**config.mk**
```make
export PLATFORM = sky130hd
export DESIGN_NAME = running_sum_min_max_mean
export DESIGN_NICKNAME = d
export VERILOG_FILES = /design/src/hw/rtl/rsmm_pkg.sv /design/src/hw/rtl/running_sum_min_max_mean.sv /design/src/hw/rtl/rsmm_div.sv /design/src/hw/rtl/rsmm_dp.sv /design/src/hw/rtl/rsmm_ctrl.sv
export VERILOG_INCLUDE_DIRS = /design/src /design/src/hw/rtl
export SDC_FILE = /design/constraint.sdc
export NUM_CORES = 1
export LEC_CHECK = 0
export BUFFER_PORTS_ARGS = -buffer_cell sky130_fd_sc_hd__buf_2
export CAP_MARGIN = 20
export CORE_MARGIN = 1.5
export CORE_UTILIZATION = 54
export DETAILED_ROUTE_END_ITERATION = 12
export GPL_ROUTABILITY_DRIVEN = 0
export PLACE_DENSITY = 0.76
export SYNTH_ARGS = -nofsm -noshare
export SYNTH_HDL_FRONTEND = slang
export SYNTH_SLANG_ARGS = --single-unit
```
**constraint.sdc**
```tcl
create_clock -name aclk -period 8.3 [get_ports aclk]
set_clock_uncertainty 0.2 [all_clocks]
set_input_delay 0.83 -clock aclk [delete_from_list [all_inputs] [get_ports aclk]]
set_output_delay 0.83 -clock aclk [all_outputs]
set_load 0.05 [all_outputs]
```
**src/hw/rtl/assert_macros.svh**
```systemverilog
// ---------------------------------------------------------------------------
// assert_macros.svh
// Clocked assertion macros. Define NO_ASSERTIONS to leave them out.
// ---------------------------------------------------------------------------
`ifndef ASSERT_MACROS_SVH
`define ASSERT_MACROS_SVH

`ifndef NO_ASSERTIONS

// Condition must hold at every clock edge out of reset.
`define ASSERT_ALWAYS(lbl, clk, rstn, cond) \
    lbl: assert property (@(posedge clk) disable iff (!(rstn)) (cond)) \
        else $error("assertion failed: condition does not hold");

// Antecedent in one cycle implies consequent in the same cycle.
`define ASSERT_IMPLY(lbl, clk, rstn, ante, cons) \
    lbl: assert property (@(posedge clk) disable iff (!(rstn)) (ante) |-> (cons)) \
        else $error("assertion failed: implication does not hold");

// Antecedent in one cycle implies consequent in the next cycle.
`define ASSERT_NEXT(lbl, clk, rstn, ante, cons) \
    lbl: assert property (@(posedge clk) disable iff (!(rstn)) (ante) |=> (cons)) \
        else $error("assertion failed: next-cycle implication does not hold");

`else

`define ASSERT_ALWAYS(lbl, clk, rstn, cond)
`define ASSERT_IMPLY(lbl, clk, rstn, ante, cons)
`define ASSERT_NEXT(lbl, clk, rstn, ante, cons)

`endif

`endif

```
**src/hw/rtl/rsmm_pkg.sv**
```systemverilog
// ---------------------------------------------------------------------------
// rsmm_pkg
// Types, constants and helpers shared by the running statistics block.
// ---------------------------------------------------------------------------
package rsmm_pkg;

    localparam int SAMPLE_BITS = 32;
    localparam int MAX_COUNT   = 65535;

    localparam int IN_W    = 32;
    localparam int TOTAL_W = 48;
    localparam int MEAN_W  = 32;
    localparam int VAL_W   = 32;
    localparam int COUNT_W = 16;

    localparam int DIV_STEPS = TOTAL_W;
    localparam int STEP_W    = $clog2(DIV_STEPS);

    localparam logic [COUNT_W-1:0] COUNT_LIMIT = COUNT_W'(MAX_COUNT);

    // Extremes a sample can take; reset values of the running max and min.
    localparam logic signed [VAL_W-1:0] SAMPLE_TOP =
        VAL_W'((64'sd1 <<< (SAMPLE_BITS - 1)) - 64'sd1);
    localparam logic signed [VAL_W-1:0] SAMPLE_BOTTOM =
        VAL_W'(-((64'sd1 <<< (SAMPLE_BITS - 1))));

    localparam logic CMD_ADD    = 1'b0;
    localparam logic CMD_FINISH = 1'b1;

    typedef struct packed {
        logic                      command;
        logic signed [IN_W-1:0]    sample;
    } in_t;

    typedef struct packed {
        logic signed [TOTAL_W-1:0] total;
        logic signed [MEAN_W-1:0]  mean;
        logic signed [VAL_W-1:0]   largest;
        logic signed [VAL_W-1:0]   smallest;
        logic [COUNT_W-1:0]        sample_count;
        logic                      overflowed;
    } out_t;

    typedef enum logic [1:0] {
        CTL_ACCUM,
        CTL_DIVIDE,
        CTL_LOAD
    } ctl_state_t;

    // Controller to datapath
    typedef struct packed {
        logic add;      // fold a sample into the running state
        logic finish;   // snapshot, clear, start the divider
        logic load;     // write the result register
    } dp_cmd_t;

    // Datapath to controller
    typedef struct packed {
        logic div_done;
    } dp_status_t;

    // Keep the low SAMPLE_BITS bits and sign extend them.
    function automatic logic signed [VAL_W-1:0] widen_sample(
        input logic [IN_W-1:0] raw
    );
        logic [SAMPLE_BITS-1:0] field;
        begin
            field = raw[SAMPLE_BITS-1:0];
            return VAL_W'($signed(field));
        end
    endfunction

endpackage

```
**src/hw/rtl/running_sum_min_max_mean.sv**
```systemverilog
// ---------------------------------------------------------------------------
// running_sum_min_max_mean
// Running sum, min, max and count over signed samples; a finish beat emits
// the statistics with a truncated mean and clears the run.
// ---------------------------------------------------------------------------
//  channel | ports                        | payload
//  --------+------------------------------+-------------------------------
//  input   | s_valid, s_ready, s_payload  | command, sample
//  result  | m_valid, m_ready, m_payload  | total, mean, largest, smallest,
//          |                              | sample_count, overflowed
//
//  Adds stream back to back while no finish is in progress.
//  A finish beat holds s_ready low through the 48 steps of the bit-serial
//  mean divider, until the controller sees it finish and loads the result.
//  Adds keep streaming while a result waits in the output register; a finish
//  waits there only for the register to drain.
//  Reset (aresetn low, synchronous) clears the run and drops any pending result.
// ---------------------------------------------------------------------------
`include "assert_macros.svh"

module running_sum_min_max_mean (
    input  logic             aclk,
    input  logic             aresetn,
    input  logic             s_valid,
    output logic             s_ready,
    input  rsmm_pkg::in_t    s_payload,
    output logic             m_valid,
    input  logic             m_ready,
    output rsmm_pkg::out_t   m_payload
);

    rsmm_pkg::dp_cmd_t    cmd;
    rsmm_pkg::dp_status_t status;

    rsmm_ctrl u_ctrl (
        .aclk      (aclk),
        .aresetn   (aresetn),
        .s_valid   (s_valid),
        .s_command (s_payload.command),
        .s_ready   (s_ready),
        .m_valid   (m_valid),
        .m_ready   (m_ready),
        .status    (status),
        .cmd       (cmd)
    );

    rsmm_dp u_dp (
        .aclk     (aclk),
        .aresetn  (aresetn),
        .in_beat  (s_payload),
        .cmd      (cmd),
        .status   (status),
        .out_beat (m_payload)
    );

    `ASSERT_NEXT(a_finish_stalls, aclk, aresetn, cmd.finish, !s_ready)
    `ASSERT_IMPLY(a_load_slot_free, aclk, aresetn, cmd.load, !(m_valid && !m_ready))
    `ASSERT_IMPLY(a_valid_from_load, aclk, aresetn, $rose(m_valid), $past(cmd.load))
    `ASSERT_ALWAYS(a_single_cmd, aclk, aresetn, $onehot0({cmd.add, cmd.finish, cmd.load}))

endmodule

```
**src/hw/rtl/rsmm_div.sv**
```systemverilog
// ---------------------------------------------------------------------------
// rsmm_div
// Restoring unsigned divider, one quotient bit per cycle.
// ---------------------------------------------------------------------------
module rsmm_div (
    input  logic                          aclk,
    input  logic                          aresetn,
    input  logic                          start,
    input  logic [rsmm_pkg::TOTAL_W-1:0]  dividend,
    input  logic [rsmm_pkg::COUNT_W-1:0]  divisor,
    output logic [rsmm_pkg::TOTAL_W-1:0]  quotient,
    output logic                          done
);

    logic                          busy_reg, busy_next;
    logic                          done_reg, done_next;
    logic [rsmm_pkg::STEP_W-1:0]   step_reg, step_next;
    logic [rsmm_pkg::TOTAL_W-1:0]  quo_reg, quo_next;
    logic [rsmm_pkg::COUNT_W-1:0]  rem_reg, rem_next;
    logic [rsmm_pkg::COUNT_W-1:0]  dvs_reg, dvs_next;
    logic [rsmm_pkg::COUNT_W:0]    trial;
    logic [rsmm_pkg::COUNT_W:0]    diff;
    logic                          qbit;

    always_comb begin
        trial = {rem_reg, quo_reg[rsmm_pkg::TOTAL_W-1]};
        diff  = trial - {1'b0, dvs_reg};
        qbit  = (trial >= {1'b0, dvs_reg});
    end

    always_comb begin
        busy_next = busy_reg;
        done_next = 1'b0;
        step_next = step_reg;
        quo_next  = quo_reg;
        rem_next  = rem_reg;
        dvs_next  = dvs_reg;
        if (start) begin
            busy_next = 1'b1;
            step_next = '0;
            quo_next  = dividend;
            rem_next  = '0;
            dvs_next  = divisor;
        end else if (busy_reg) begin
            // shift the dividend out at the top, the quotient bit in at the bottom
            quo_next = {quo_reg[rsmm_pkg::TOTAL_W-2:0], qbit};
            rem_next = qbit ? diff[rsmm_pkg::COUNT_W-1:0] : trial[rsmm_pkg::COUNT_W-1:0];
            step_next = step_reg + 1'b1;
            if (step_reg == rsmm_pkg::STEP_W'(rsmm_pkg::DIV_STEPS - 1)) begin
                busy_next = 1'b0;
                done_next = 1'b1;
            end
        end
    end

    always_ff @(posedge aclk) begin
        if (!aresetn) begin
            busy_reg <= 1'b0;
            done_reg <= 1'b0;
            step_reg <= '0;
        end else begin
            busy_reg <= busy_next;
            done_reg <= done_next;
            step_reg <= step_next;
        end
    end

    always_ff @(posedge aclk) begin
        quo_reg <= quo_next;
        rem_reg <= rem_next;
        dvs_reg <= dvs_next;
    end

    assign quotient = quo_reg;
    assign done     = done_reg;

endmodule

```
**src/hw/rtl/rsmm_dp.sv**
```systemverilog
// ---------------------------------------------------------------------------
// rsmm_dp
// Running total, min, max and count, the finish snapshot, the mean divider
// and the result register.
// ---------------------------------------------------------------------------
module rsmm_dp (
    input  logic                 aclk,
    input  logic                 aresetn,
    input  rsmm_pkg::in_t        in_beat,
    input  rsmm_pkg::dp_cmd_t    cmd,
    output rsmm_pkg::dp_status_t status,
    output rsmm_pkg::out_t       out_beat
);

    logic signed [rsmm_pkg::TOTAL_W-1:0] total_reg, total_next;
    logic signed [rsmm_pkg::VAL_W-1:0]   min_reg, min_next;
    logic signed [rsmm_pkg::VAL_W-1:0]   max_reg, max_next;
    logic [rsmm_pkg::COUNT_W-1:0]        count_reg, count_next;
    logic                                ovf_reg, ovf_next;

    rsmm_pkg::out_t                      snap_reg, snap_next;
    rsmm_pkg::out_t                      out_reg, out_next;

    logic signed [rsmm_pkg::VAL_W-1:0]   value;
    logic [rsmm_pkg::TOTAL_W-1:0]        magnitude;
    logic [rsmm_pkg::TOTAL_W-1:0]        quotient;
    logic [rsmm_pkg::TOTAL_W-1:0]        signed_quo;
    logic                                div_done;

    assign value     = rsmm_pkg::widen_sample(in_beat.sample);
    assign magnitude = total_reg[rsmm_pkg::TOTAL_W-1] ? -total_reg : total_reg;

    always_comb begin
        total_next = total_reg;
        min_next   = min_reg;
        max_next   = max_reg;
        count_next = count_reg;
        ovf_next   = ovf_reg;
        snap_next  = snap_reg;
        if (cmd.finish) begin
            snap_next.total        = total_reg;
            snap_next.mean         = '0;
            snap_next.largest      = max_reg;
            snap_next.smallest     = min_reg;
            snap_next.sample_count = count_reg;
            snap_next.overflowed   = ovf_reg;
            total_next = '0;
            min_next   = rsmm_pkg::SAMPLE_TOP;
            max_next   = rsmm_pkg::SAMPLE_BOTTOM;
            count_next = '0;
            ovf_next   = 1'b0;
        end else if (cmd.add) begin
            if (count_reg >= rsmm_pkg::COUNT_LIMIT) begin
                // saturated: drop the sample, flag it
                ovf_next = 1'b1;
            end else begin
                total_next = total_reg + rsmm_pkg::TOTAL_W'(value);
                if (value < min_reg) begin
                    min_next = value;
                end
                if (value > max_reg) begin
                    max_next = value;
                end
                count_next = count_reg + 1'b1;
            end
        end
    end

    rsmm_div u_div (
        .aclk     (aclk),
        .aresetn  (aresetn),
        .start    (cmd.finish),
        .dividend (magnitude),
        .divisor  (count_reg),
        .quotient (quotient),
        .done     (div_done)
    );

    // Truncation toward zero: divide magnitudes, restore the sign.
    assign signed_quo = snap_reg.total[rsmm_pkg::TOTAL_W-1] ? -quotient : quotient;

    always_comb begin
        out_next = out_reg;
        if (cmd.load) begin
            out_next = snap_reg;
            if (snap_reg.sample_count != '0) begin
                out_next.mean = signed_quo[rsmm_pkg::MEAN_W-1:0];
            end else begin
                out_next.mean = '0;
            end
        end
    end

    always_ff @(posedge aclk) begin
        if (!aresetn) begin
            total_reg <= '0;
            min_reg   <= rsmm_pkg::SAMPLE_TOP;
            max_reg   <= rsmm_pkg::SAMPLE_BOTTOM;
            count_reg <= '0;
            ovf_reg   <= 1'b0;
        end else begin
            total_reg <= total_next;
            min_reg   <= min_next;
            max_reg   <= max_next;
            count_reg <= count_next;
            ovf_reg   <= ovf_next;
        end
    end

    always_ff @(posedge aclk) begin
        snap_reg <= snap_next;
        out_reg  <= out_next;
    end

    assign status.div_done = div_done;
    assign out_beat        = out_reg;

endmodule

```
**src/hw/rtl/rsmm_ctrl.sv**
```systemverilog
// ---------------------------------------------------------------------------
// rsmm_ctrl
// Sequencer: accepts beats, waits out the mean division, hands the result
// to the output register.
// ---------------------------------------------------------------------------
module rsmm_ctrl (
    input  logic                 aclk,
    input  logic                 aresetn,
    input  logic                 s_valid,
    input  logic                 s_command,
    output logic                 s_ready,
    output logic                 m_valid,
    input  logic                 m_ready,
    input  rsmm_pkg::dp_status_t status,
    output rsmm_pkg::dp_cmd_t    cmd
);

    rsmm_pkg::ctl_state_t state_reg, state_next;
    logic                 out_valid_reg, out_valid_next;
    logic                 slot_free;

    assign slot_free = !out_valid_reg || m_ready;

    always_comb begin
        state_next = state_reg;
        case (state_reg)
            rsmm_pkg::CTL_ACCUM: begin
                if (s_valid && s_command == rsmm_pkg::CMD_FINISH) begin
                    state_next = rsmm_pkg::CTL_DIVIDE;
                end
            end
            rsmm_pkg::CTL_DIVIDE: begin
                if (status.div_done) begin
                    state_next = rsmm_pkg::CTL_LOAD;
                end
            end
            rsmm_pkg::CTL_LOAD: begin
                if (slot_free) begin
                    state_next = rsmm_pkg::CTL_ACCUM;
                end
            end
            default: begin
                state_next = rsmm_pkg::CTL_ACCUM;
            end
        endcase
    end

    always_comb begin
        s_ready    = 1'b0;
        cmd.add    = 1'b0;
        cmd.finish = 1'b0;
        cmd.load   = 1'b0;
        case (state_reg)
            rsmm_pkg::CTL_ACCUM: begin
                s_ready    = 1'b1;
                cmd.add    = s_valid && (s_command == rsmm_pkg::CMD_ADD);
                cmd.finish = s_valid && (s_command == rsmm_pkg::CMD_FINISH);
            end
            rsmm_pkg::CTL_DIVIDE: begin
                s_ready = 1'b0;
            end
            rsmm_pkg::CTL_LOAD: begin
                cmd.load = slot_free;
            end
            default: begin
                s_ready = 1'b0;
            end
        endcase
    end

    always_comb begin
        out_valid_next = out_valid_reg;
        if (cmd.load) begin
            out_valid_next = 1'b1;
        end else if (m_ready) begin
            out_valid_next = 1'b0;
        end
    end

    always_ff @(posedge aclk) begin
        if (!aresetn) begin
            state_reg     <= rsmm_pkg::CTL_ACCUM;
            out_valid_reg <= 1'b0;
        end else begin
            state_reg     <= state_next;
            out_valid_reg <= out_valid_next;
        end
    end

    assign m_valid = out_valid_reg;

endmodule
```
After elaboration in Yosys (flattened, before gate mapping)

Cells that the tools add are included.

Register bits: 494
Output and inout port bits: 163

Add/sub/neg operators: 6
Magnitude comparators: 4
Equality and inequality tests: 6
Mux-type cells: 18
Bitwise gates (word level): 4
Reduce and logical (&&, ||, !) cells: 15

Operators with widths:

| kind                                                                    | number |
|---|---|
| 48-bit two-way mux                                                      | 3 |
| 48-bit by 32-bit adder with 48-bit output                               | 1 |
| 48-bit negator                                                          | 1 |
| 32-bit > comparator                                                     | 1 |
| 32-bit < comparator                                                     | 1 |
| 32-bit two-way mux                                                      | 1 |
| 32-bit negator                                                          | 1 |
| 17-bit by 16-bit >= comparator with 1-bit output                        | 1 |
| 16-bit by 1-bit adder with 16-bit output, second input constant         | 1 |
| 16-bit >= comparator, second input constant                             | 1 |
| 16-bit two-way mux                                                      | 1 |
| 16-bit nonzero test                                                     | 1 |
| 16-bit subtractor                                                       | 1 |
| 3-bit AND reduction                                                     | 3 |
| 1-bit two-way mux                                                       | 8 |
| 2-bit two-way mux                                                       | 4 |
| 6-bit by 1-bit adder with 6-bit output, second input constant           | 1 |
| 6-bit == test, second input constant                                    | 1 |
| 2-bit by 1-bit inequality test with 1-bit output, second input constant | 3 |
| 2-bit one-hot mux with 3 select lines                                   | 1 |
| 1-bit NOT                                                               | 4 |
| 2-bit AND reduction                                                     | 2 |
| 2-bit nonzero test                                                      | 2 |
| 3-bit OR reduction                                                      | 1 |
| 7 further kinds                                                         | 8 |

Longest topological paths before layout

Gate-level depths: netlist (run 1).

Word-level depth: 4
Mapped depth: 15
Depth with buffers taken out: 14

Hierarchy

A second synthesis (run 1) with hierarchy kept.

Cell total of the unflattened synthesis: 2003
Area, all modules: 23670.2 µm²

By module, submodules not included:

| module    | times used | cells an instance | area an instance (µm²) | sequential area each (µm²) |
|---|---|---|---|---|
| rsmm_dp   | 1          | 1596              | 18909.4                | 11290.8 |
| rsmm_div  | 1          | 389               | 4584.4                 | 2402.3 |
| rsmm_ctrl | 1          | 18                | 176.4                  | 60.1 |

Worst setup path before layout (run 1)

OpenSTA, ideal clock, no wires.

Kind: input port to flip-flop
Start point: input m_ready
End point: register u_dp.out_reg, in the netlist u_dp.out_beat[0], enable pin
Setup time: 703 ps
Arrival: 8027 ps
Required time: 7397 ps
Slack: -630 ps
Stages on the path: 2
Buffers on the path: 0
Path through: nand2b_1 nor2b_1

Longest elaborated chain between the ends: 2

RTL lines:

| what                 | line                           | RTL |
|---|---|---|
| start, declared      | running_sum_min_max_mean.sv:28 | `input logic m_ready,` |
| 1-bit logical OR     | rsmm_ctrl.sv:22                | `assign slot_free = !out_valid_reg \|\| m_ready;` |
| 1-bit two-way mux    | rsmm_ctrl.sv:53                | `case (state_reg)` |
| end signal, assigned | rsmm_dp.sv:112                 | `out_reg <= out_next;` |
| end, declared        | rsmm_dp.sv:22                  | `rsmm_pkg::out_t out_reg, out_next;` |

Every way passes these cells.
A chain may end at the register's enable or synchronous reset.

Worst setup path after layout (run 1)

Start point: register u_dp.min_reg[1] (netlist bit)
End point: register u_dp.min_reg[31] (netlist bit)

Longest elaborated chain between the ends: 2

RTL lines:

| what                                 | line           | RTL |
|---|---|---|
| start, declared                      | rsmm_dp.sv:16  | `logic signed [rsmm_pkg::VAL_W-1:0] min_reg, min_next;` |
| start signal, assigned               | rsmm_dp.sv:97  | `min_reg <= rsmm_pkg::SAMPLE_TOP;` |
| start signal, assigned               | rsmm_dp.sv:103 | `min_reg <= min_next;` |
| 32-bit < comparator                  | rsmm_dp.sv:58  | `if (value < min_reg) begin` |
| 3-bit AND reduction (no source line) | -              |  |

Every way passes these cells.

==> results.json, run 1 <==
{
  "status": "finished, final reports clean",
  "finalWirelength_mm": 53.12,
  "final_nets": 2400,
  "tns_ps": 0,
  "syn_to_final_growth_pct": 13.67,
  "seq_area_frac_synth_pct": 57.78,
  "die_area_um2": 43790,
  "grt_max_degree": 107,
  "placed_area_um2": 24470,
  "antenna_found_initial": 2,
  "hold_violations": 0,
  "cp.arrival_ps": 4580,
  "clock_sinks": 494,
  "ant_nets": 0,
  "remaining_drc_errors": 0,
  "cts_hold_buf": 0,
  "crit_slowest_cell": "mux2i_4",
  "critical_path.top_delay_family": "compound AO/OA/AOI/OAI gates",
  "drive_above_1_share_pct": 14.21,
  "power.leakage_nw": 10.29,
  "critical_path.max_fanout": 34,
  "ys.flop_type": "edfxtp_1",
  "crit_type": "flop to flop",
  "vias": 16270,
  "tightest_slew_ps": 1057,
  "start_util_pct": 54.77,
  "rsz0062_at_grt": "no",
  "ys_warn_count": 0,
  "cts_made_buffers": 50,
  "fillers": 3281,
  "synth_top_area_share_pct": 44.18,
  "irDropWorstVdd_mv": 0.1669,
  "setup_viol": 0,
  "clkTransAtPathRegs_ps": 60,
  "synth_fp_nets": 2216,
  "synth_cell_types": 72,
  "synth-seq-cells": 494,
  "synth_largest_area_cell": "edfxtp_1",
  "drt_pass1_iterations": 7,
  "drtIter0Drc": 1419,
  "die_w_um": 209.3,
  "synth-edff-count": 338,
  "endpoint_kind": "flop",
  "ys_async_sr_fraction_pct": 0,
  "finalCritPeriodShare_pct": 51.63,
  "grt_overflow": 0,
  "clk-insertion-delay-late_ps": 590,
  "dp.final_hpwl_mm": 37.06,
  "hp-class": "flop to flop",
  "core_um2": 41950,
  "syn_inst": 2047,
  "cts_tree": "built",
  "synth_area_um2": 22970,
  "portBuffers": 199,
  "drv_cap": 0,
  "postCtsSetupRepairBufs": 0,
  "routed_via_density": 5.783,
  "cp_cell_sequence": "inv_1 > ha_1 > a21o_1 > a21o_1 > a21o_1 > a21o_1 > a2111oi_0 > o21ai_0 > a31oi_1 > mux2i_4 > buf_4 > nand3_1 > o31ai_1",
  "multi_input_area_um2": 9019,
  "final_common_cell": "edfxtp_1",
  "grt_pass1_wl_mm": 83.72,
  "final-max-slew-violation-count": 0,
  "cts.path.max_buffers": 3,
  "grt_pass1_vias": 15610,
  "final_cell_mix": "338 x edfxtp_1, 225 x nand2_1, 199 x buf_2",
  "crit_top_cell": "a21o_1",
  "synth_area_leaders": "edfxtp_1 44%, dfxtp_1 14%, ha_1 7.1%",
  "path_buf_inv": 2,
  "die_h_um": 209.3,
  "synth_area_per_cell_um2": 11.22,
  "fp-row-count": 75,
  "seq_area_um2": 13270,
  "relSlewSlack_pct": 29.57,
  "period_minus_slack_ps": 4286,
  "wire_per_inst_um": 18.88,
  "track_usage_pct": 24.22,
  "max_freq_mhz": 233.3,
  "startpoint_type": "flop",
  "cpPeakStageDelay_ps": 830,
  "cts_root_buffer": "clkbuf_16",
  "htreeDepth": 2,
  "power_density_nw_per_um2": 227.0,
  "fin_area_um2": 26110,
  "io_pins": 200,
  "crit_required_ps": 8600,
  "largest_reg_flops": 161,
  "cts_resized": 0
}
cell type report:
| class | count | area share, % |
|---|---|---|
| multi-input cells | 1364 | 34.54 |
| diodes | 1 | 0.009584 |
| well taps | 539 | 2.583 |
| clock inverters | 19 | 0.7523 |
| repair buffers | 213 | 4.217 |
| flip-flops and latches | 494 | 50.83 |
| inverters | 108 | 1.562 |
| clock buffers | 75 | 5.506 |
metrics by stage:
stage          worst slack (ps)  power [mW]  utilization [%]  hold WS [ps]  std cells
6_report                   4014       5.927            62.25         209.5       2813
5_1_grt                    3789       6.182            62.24         215.4       2812
4_1_cts                    4031       5.966            62.24         210.7       2812
3_5_place_dp               3522       3.727            58.35         204.5       2718
3_3_place_gp               3764       3.689            58.35         205.1       2718
2_1_floorplan              1800       3.512                -         200.3       2047
routing by layer:
layer	GRT usage, %	share of wire (%)	vias up
met5	0	0.021	-
li1	-	-	7820
met2	38.32	45	570
met3	4.564	6.9	121
met4	9.270	3.2	2
met1	33.30	44	7755
where the power goes:
| group | leakage, nW | internal, mW | switching, mW |
|---|---|---|---|
| combinational | 5.12 | 0.330 | 0.513 |
| clock | 0.801 | 1.29 | 0.934 |
| sequential | 4.37 | 2.75 | 0.106 |
| total | 10.3 | 4.37 | 1.55 |
cell usage after synthesis (3+ instances only):
cell / number
a21o_1: 62
buf_2: 8
xnor2_1: 55
o21a_1: 8
o21ai_1: 5
or2_2: 7
o22ai_1: 3
a221oi_1: 3
nor2b_1: 15
a31oi_1: 10
a2111oi_0: 3
nor4_1: 12
nor3_1: 20
clkbuf_1: 67
nand4_1: 36
o41ai_1: 10
or4_1: 12
a21boi_0: 5
o21ai_0: 129
inv_1: 107
nand3_1: 23
o31a_1: 5
nor2_1: 154
o31ai_1: 25
nand2_1: 226
a211oi_1: 11
xor2_1: 86
ha_1: 130
dfxtp_1: 156
o21bai_1: 12
nand2b_1: 16
edfxtp_1: 338
a21oi_1: 135
or3_4: 3
a211o_1: 4
o211ai_1: 33
a41oi_1: 4
or4_4: 4
and2_1: 6
and3_1: 12
mux2i_1: 37
or3_1: 9
cells by family (layout without fill, tap and decap cells):
kind of cell	Yosys count	after routing	share of synthesized area, %
flops	494	494	57.78
xor+xnor	141	141	5.376
compound gates	485	485	13.28
mux	38	38	1.661
simple gates	568	568	11.42
buf+inv	189	415	3.230
other cells	0	1	0
fa+ha+maj	132	132	7.255
path summary, 6_finish.rpt:
kind,from,cells past startpoint,slack (ps),endpoint
setup / recovery,u_dp.min_reg[1],13,4010,u_dp.min_reg[31]
hold / removal,u_dp.snap_reg[64],0,210,u_dp.out_beat[64]
setup reg to reg,u_dp.min_reg[1],13,4010,u_dp.min_reg[31]
hold reg to reg,u_dp.snap_reg[64],0,210,u_dp.out_beat[64]
No activity file was read; power rests on OpenSTA's default activity.
==> run 2: changes to the inputs <==
Settings changed: CORE_UTILIZATION 54 to 60, PLACE_DENSITY 0.76 to 0.8.
Clock period 8.3 ns to 4.2 ns, I/O delays scaled along.
==> results.json, run 2 (synthesized netlist as in run 1, its figures left out) <==
{
  "status": "finished, final reports clean",
  "max_freq_mhz": 257.7,
  "startpoint_type": "input pin",
  "power.leakage_nw": 10.52,
  "die_area_um2": 39470,
  "reg2reg_depth": 13,
  "cts_hold_buf": 32,
  "htreeDepth": 2,
  "cts.path.max_buffers": 3,
  "clk-insertion-delay-late_ps": 590,
  "dp.final_hpwl_mm": 37.14,
  "core_um2": 37670,
  "vias": 16740,
  "cts_root_buffer": "clkbuf_16",
  "endpoint_kind": "flop",
  "cts_resized": 0,
  "grt_overflow": 0,
  "fp-row-count": 71,
  "routed_via_density": 5.926,
  "crit_type": "input pin to flop",
  "io_pins": 200,
  "fin_util_pct": 70.76,
  "track_usage_pct": 28.25,
  "grt_pass1_wl_mm": 87.02,
  "wire_per_inst_um": 19.52,
  "finalWirelength_mm": 55.11,
  "n_antenna_cell": 0,
  "setup_ws_ps": 319.3,
  "critical_path.max_fanout": 5,
  "fin_area_um2": 26650,
  "cts_made_buffers": 49,
  "antenna_found_initial": 0,
  "drt_pass1_iterations": 8,
  "pre_cts_ws_ps": 348.6,
  "syn_to_final_growth_pct": 16.02,
  "clkTransAtPathRegs_ps": 60,
  "rsz0062_at_grt": "no",
  "grt_pass1_vias": 16360,
  "cts_tree": "built",
  "hp-class": "input pin to flop",
  "largest_reg_flops": 161,
  "holdPathStages": 3,
  "clock_sinks": 494,
  "tightest_slew_ps": 1030,
  "hold_violations": 0,
  "final_nets": 2442,
  "cp.arrival_ps": 4140,
  "portBuffers": 199,
  "ant_nets": 0,
  "setup_viol": 0,
  "die_w_um": 198.7,
  "finalCritPeriodShare_pct": 92.40,
  "drtIter0Drc": 1570,
  "final_common_cell": "edfxtp_1",
  "drv_cap": 0,
  "final-max-slew-violation-count": 0,
  "irDropWorstVdd_mv": 0.4290,
  "relSlewSlack_pct": 31.33,
  "crit_required_ps": 4460,
  "placed_area_um2": 24600,
  "final_cell_mix": "338 x edfxtp_1, 225 x nand2_1, 199 x buf_2",
  "period_minus_slack_ps": 3881,
  "die_h_um": 198.7,
  "drive_above_1_share_pct": 14.66,
  "start_util_pct": 60.99,
  "power_density_nw_per_um2": 452.6,
  "postCtsSetupRepairBufs": 0,
  "power_mw": 12.06,
  "grt_max_degree": 135,
  "remaining_drc_errors": 0
}
==> run 2: path summary, 6_finish.rpt <==
kind                startpoint               endpoint  slack (ps)
max               s_payload[3]     u_dp.total_reg[31]         320
min              s_payload[11]       u_dp.min_reg[11]          30
min reg2reg  u_dp.snap_reg[54]      u_dp.out_beat[54]         210
max reg2reg   u_dp.snap_reg[2]  u_dp.u_div.rem_reg[9]         390
==> run 2: critical path: stages <==
cell and delay [ps]:
dlygate4sd3_1 530, buf_2 170, ha_1 350, o21ai_0 130
o21ai_0 290, nand2b_1 160, o31ai_1 470, a221oi_1 230
o221a_2 320, nor2_1 190, a41oi_1 180, o41ai_1 460
xnor2_1 170, o21ai_1 70
==> run 2: area by class of cell <==
cell class              instances  area, µm²
clock buffers                  66       1361
clock inverters                25      372.9
multi-input cells            1364       9025
fillers                      2659      11010
inverters                     108      412.9
well taps                     511      639.4
repair buffers                256       1567
flip-flops and latches        494      13280
==> run 2: report_power, final <==
part / internal, mW / total [mW] / switching, mW / leakage (nW)
Combinational: 0.688 / 1.75 / 1.06 / 5.32
Sequential: 5.43 / 5.63 / 0.196 / 4.37
Clock: 2.83 / 4.69 / 1.85 / 0.830
==> run 2: routing by layer <==
metal	global-route usage, %	wire length (µm)	part of all wire [%]	up-vias
met1	38.58	23240	42	7968
met2	45.07	25450	46	746
met4	12.01	1942	3.5	0
met3	4.442	4486	8.1	128
li1	-	-	-	7894
met5	0	0	0	-
==> run 2: through the flow <==
stage / hold WS [ps] / TNS (ps) / std cells
finish: 28.00 / 0 / 2824
CTS: 7.719 / 0 / 2824
global placement: 201.8 / 0 / 2701
floorplan: 200.3 / -21280 / 2047
global route: 35.13 / 0 / 2824
detailed placement: 204.5 / 0 / 2701
